$ cat src/rtl/motion_record_reverse_playback_assert.svh
// ----------------------------------------------------------------------------
// Motion record and reverse playback: assertion macros
// Concurrent assertion wrappers, compiled out when SYNTHESIS is defined.
// ----------------------------------------------------------------------------
`ifndef MOTION_RECORD_REVERSE_PLAYBACK_ASSERT_SVH
`define MOTION_RECORD_REVERSE_PLAYBACK_ASSERT_SVH

`ifndef SYNTHESIS
// Property that must hold at every clock edge outside reset.
`define MRRP_ASSERT(label, clk, rst_n, prop, msg) \
	label: assert property (@(posedge clk) disable iff (!rst_n) (prop)) \
		else $error(msg);
// Consequence that must hold in the cycle after the trigger.
`define MRRP_ASSERT_NEXT(label, clk, rst_n, trig, cons, msg) \
	label: assert property (@(posedge clk) disable iff (!rst_n) (trig) |=> (cons)) \
		else $error(msg);
`else
`define MRRP_ASSERT(label, clk, rst_n, prop, msg)
`define MRRP_ASSERT_NEXT(label, clk, rst_n, trig, cons, msg)
`endif

`endif

$ cat src/rtl/mrrp_ram.sv
`timescale 1ns / 1ps
// ----------------------------------------------------------------------------
// Generic single-port-write, single-port-read RAM
// One write and one registered read per cycle; read data holds without rd_en.
// ----------------------------------------------------------------------------
module mrrp_ram #(
	parameter int unsigned WIDTH = 8,
	parameter int unsigned DEPTH = 2,
	localparam int unsigned AW   = $clog2(DEPTH)
) (
	input  logic             clk,
	input  logic             wr_en,
	input  logic [AW-1:0]    wr_addr,
	input  logic [WIDTH-1:0] wr_data,
	input  logic             rd_en,
	input  logic [AW-1:0]    rd_addr,
	output logic [WIDTH-1:0] rd_data
);

	logic [WIDTH-1:0] mem [DEPTH];

	always_ff @(posedge clk) begin
		if (wr_en) begin
			mem[wr_addr] <= wr_data;
		end
		if (rd_en) begin
			rd_data <= mem[rd_addr];
		end
	end

endmodule

$ cat config.mk
export PLATFORM = sky130hd
export DESIGN_NAME = mrrp_ram
export DESIGN_NICKNAME = d
export VERILOG_FILES = /design/src/rtl/motion_record_reverse_playback_assert.svh /design/src/rtl/mrrp_ram.sv
export SDC_FILE = /design/constraint.sdc
export NUM_CORES = 1
export LEC_CHECK = 0
export ABC_AREA = 1
export BUFFER_PORTS_ARGS = -buffer_cell sky130_fd_sc_hd__buf_4
export CORE_MARGIN = 3
export CORE_UTILIZATION = 49
export DETAILED_ROUTE_END_ITERATION = 12
export GPL_TIMING_DRIVEN = 0
export PLACE_DENSITY = 0.74
export SETUP_SLACK_MARGIN = 0.02
export SYNTH_ARGS = -nofsm -noshare
export SYNTH_HDL_FRONTEND = slang
export SYNTH_SLANG_ARGS = --single-unit
$ cat constraint.sdc
create_clock -name clk -period 1.3 [get_ports clk]
set_clock_uncertainty 0.2 [all_clocks]
set_input_delay 0.065 -clock clk [delete_from_list [all_inputs] [get_ports clk]]
set_output_delay 0.065 -clock clk [all_outputs]
set_load 0.01 [all_outputs]
---- Word level (Yosys, flattened, before mapping) ----
Memory sizes are Yosys's and may differ from the RTL's. A register that Yosys moved wholly into a read port is not among the register bits.
Cells that the tools add are included.
W data, S select, Z words.
storage, ports and cells
  bits in registers ....................... 0
  RAM bits ................................ 16
  input bits .............................. 13
  output and inout bits ................... 8
  logic and storage cells ................. 3
  memories kept ........................... 1
cells by class
  multiplexer cells ....................... 2
memories
  memory  depth  width  read ports  clocked after Yosys merged registers in  write ports  RTL line        RTL
  mem     2      8      1           1                                        1            mrrp_ram.sv:20  logic [WIDTH-1:0] mem [DEPTH];
operator list
  cell     count
  $mux W1  2

---- Logic depth before layout (Yosys ltp) ----
  depth after elaboration ................. 2
  mapped depth ............................ 4
  mapped depth without buffers ............ 3

---- Worst setup path before layout ----
Ideal clock, no wire load.
  path type ............................... in2reg
  from .................................... in wr_en
  to ...................................... mem mem[0][0], enable pin
  setup time .............................. 0.371 ns
  arrival ................................. 0.454 ns
  required time ........................... 0.729 ns
  path slack .............................. 0.275 ns
  cell stages on the path ................. 2
  buffers on the path ..................... 0
  cell sequence ........................... inv_1 nor2_1
between the ends
  word-level cells in the longest chain between the ends .. 2
RTL lines
  item                           RTL line        RTL
  start: declaration             mrrp_ram.sv:12  input logic wr_en,
  $mux W1                        mrrp_ram.sv:23  if (wr_en) begin
  $mux W1 (implied by the code)  mrrp_ram.sv:24  mem[wr_addr] <= wr_data;
  end: declaration               mrrp_ram.sv:20
No other way between the ends.

---- Final worst setup path ----
  from .................................... reg rd_data[1], read port of mem
  to ...................................... out rd_data[1]
RTL lines
  item                RTL line        RTL
  start: declaration  mrrp_ram.sv:17  output logic [WIDTH-1:0] rd_data
No word-level cell between the ends.

==> out/metrics.cfg <==
[pwr]
worst_ir_drop_vdd_v=0.000839
p_leak_nw=0.489
power-per-cell-area_nw_per_um2=1380
totalPowerFinal_mw=1.60

[route]
vias=509
drt-vias-per-instance=4.94
ant_nets=0
firstDrtPassIters=4
drt_wl_total_mm=1.38
drt-wirelength-per-cell_um=13.4
route.detailed.drc=0
drt_iter0_drc=4

[logic_synthesis]
synthTopCellsByArea=edfxtp_1 86%, nand2_1 11%, buf_6 1.3%
synth_edf_count=24
yosysMostFrequentCell=nand2_1
yosysTopAreaCellShare_pct=85.7
synth-seq-cells=24
synth_area_um2=841
async_reset_ff_share_pct=0
ys_types=6
ys.flop_type=edfxtp_1
synthCells=54
synth.avg_cell_area_um2=15.6
synth_top_cell_by_area=edfxtp_1
ys_seq_area_share_pct=85.7
synth_nets=67
synth_commonest_cells=25 x nand2_1, 24 x edfxtp_1, 2 x inv_1
yosysWarnings=0

[run_status]
outcome=finished with violations
violations=negative hold slack

[sta]
rsz0062_at_grt=no
maxSlewHeadroom_pct=58.1
holdWs_ns=-0.0265
setup_tns_ns=0
finalCriticalPeriod_ns=1.12
tightest_slew_ns=0.626
hold_viol=8
report.final.slew_viol_count=0
period_share_pct=86.3
max_freq_ghz=0.891
setup_viol=0

[worst_setup_path]
cp_data_arrival_time_ns=0.86
crit_required_ns=1.03
max_stage_delay_ns=0.39
critPathBufInv=1
crit_fanout=1
crit_type=reg2out
endpoint=rd_data[1]
crit_slowest_cell=edfxtp_1
end_kind=primary output
r2r_cells=2
reg2reg_from=mem[0][1]$_DFFE_PP_
critical-path-top-delay-family=flip-flops
r2r_end=rd_data[1]$_DFFE_PP_
crit_cells=1
cp-start-kind=flip-flop
crit_path_start=rd_data[1]$_DFFE_PP_
r2r_setup_slack_ns=0.32
worstPathCellList=buf_4

[cells_and_area]
diodes=0
fin_cells=103
multi_input_area_um2=97.6
synthToLayoutAreaGrowth_pct=37.5
fillers=105
drive_gt1_share_pct=28.7
num-nets-final=101
seq_area_um2=721

[global_routing]
met3_usage_pct=4.51
grt_antenna_before_repair=0
use_met2_pct=24.9
grt_use_total_pct=14.3
grt.busiest_layer=met2
grt_pass1_wl_mm=2.06
gr-total-overflow=0
grt_max_degree=15
grt_pass1_vias=479
grtUsageMet1_pct=15.8

[cts]
clk_latency_ns=0.31
tritoncts=done
holdBufCountCts=10
cts_setup_buffers=0
root_buffer=clkbuf_4
numCtsBuffers=3
post_cts_resized=0
htree_levels=1
path_clk_slew_ns=0.13
clock_tree.buffer_depth=2
cts.sinks=24

[placed_design]
place_congestion=0.673
io_buffers=19
dp.cells=89

[floorplanning]
core_um2=1560
io_pins=21
die-area_um2=2250
rows=14
die_y_um=47.4
initial_core_util_pct=53.9
die_x_um=47.4

[min_path]
min_path_type=in2reg

[flow_run]
drv_cap=0

-- cell families after synthesis --
| family | count (synthesis) | share of synthesized area, % |
|---|---|---|
| simple gates | 26 | 11.6 |
| flops | 24 | 85.7 |
| buf+inv | 4 | 2.68 |
-- state kept, by name (all words and copies together) (netlist names) --
name,cells
mem,16
rd_data,8
-- layer usage --
layer  vias up  share of wire [%]
met5         -                  0
li1        248                  -
met3         0                6.7
met1       240                 38
met2        21                 55
met4         0                  0
-- cell usage in the layout, fill, tap and decap left out --
cell and instances:
inv_1 2, clkbuf_4 3, buf_6 1, dlygate4sd3_1 10
inv_2 1, bufinv_16 1, buf_4 19, nor2_1 1
nand2_1 25, edfxtp_1 24
-- where the power goes --
| part | switching [mW] | leakage, nW | internal (mW) |
|---|---|---|---|
| Sequential | 0.0145 | 0.230 | 0.913 |
| Clock | 0.222 | 0.0279 | 0.312 |
| Combinational | 0.0633 | 0.231 | 0.0750 |
-- area by class of cell --
cell class,count,share of cell area (%)
Clock buffer,3,1.95
Clock inverter,1,2.60
Inverter,3,0.974
Multi-Input combinational cell,26,8.44
Sequential cell,24,62.3
Timing Repair Buffer,29,21.0
Tap cell,16,1.73
Buffer,1,0.974
-- how the worst min path moves through the flow --
stage,cells past startpoint,start,end,slack (ns)
2_1_floorplan,0,wr_data[0],mem[0][0]$_DFFE_PP_,-0.04
3_3_place_gp,1,wr_data[5],mem[0][5]$_DFFE_PP_,0.05
3_5_place_dp,1,wr_data[5],mem[1][5]$_DFFE_PP_,0.05
4_1_cts,2,wr_addr,mem[0][3]$_DFFE_PP_,-0.04
5_1_grt,2,wr_addr,mem[0][5]$_DFFE_PP_,-0.00004
6_report,2,wr_addr,mem[0][3]$_DFFE_PP_,-0.03
-- through the flow --
step	cell area (um2)	setup slack, ns	utilization (%)
2_1_floorplan	841	0.275	-
3_3_place_gp	1000	0.0115	64.4
3_5_place_dp	1000	0.0360	64.4
4_1_cts	1160	0.163	74.2
5_1_grt	1160	0.138	74.2
6_report	1160	0.178	74.2
Power figures use the tool's default switching activity.
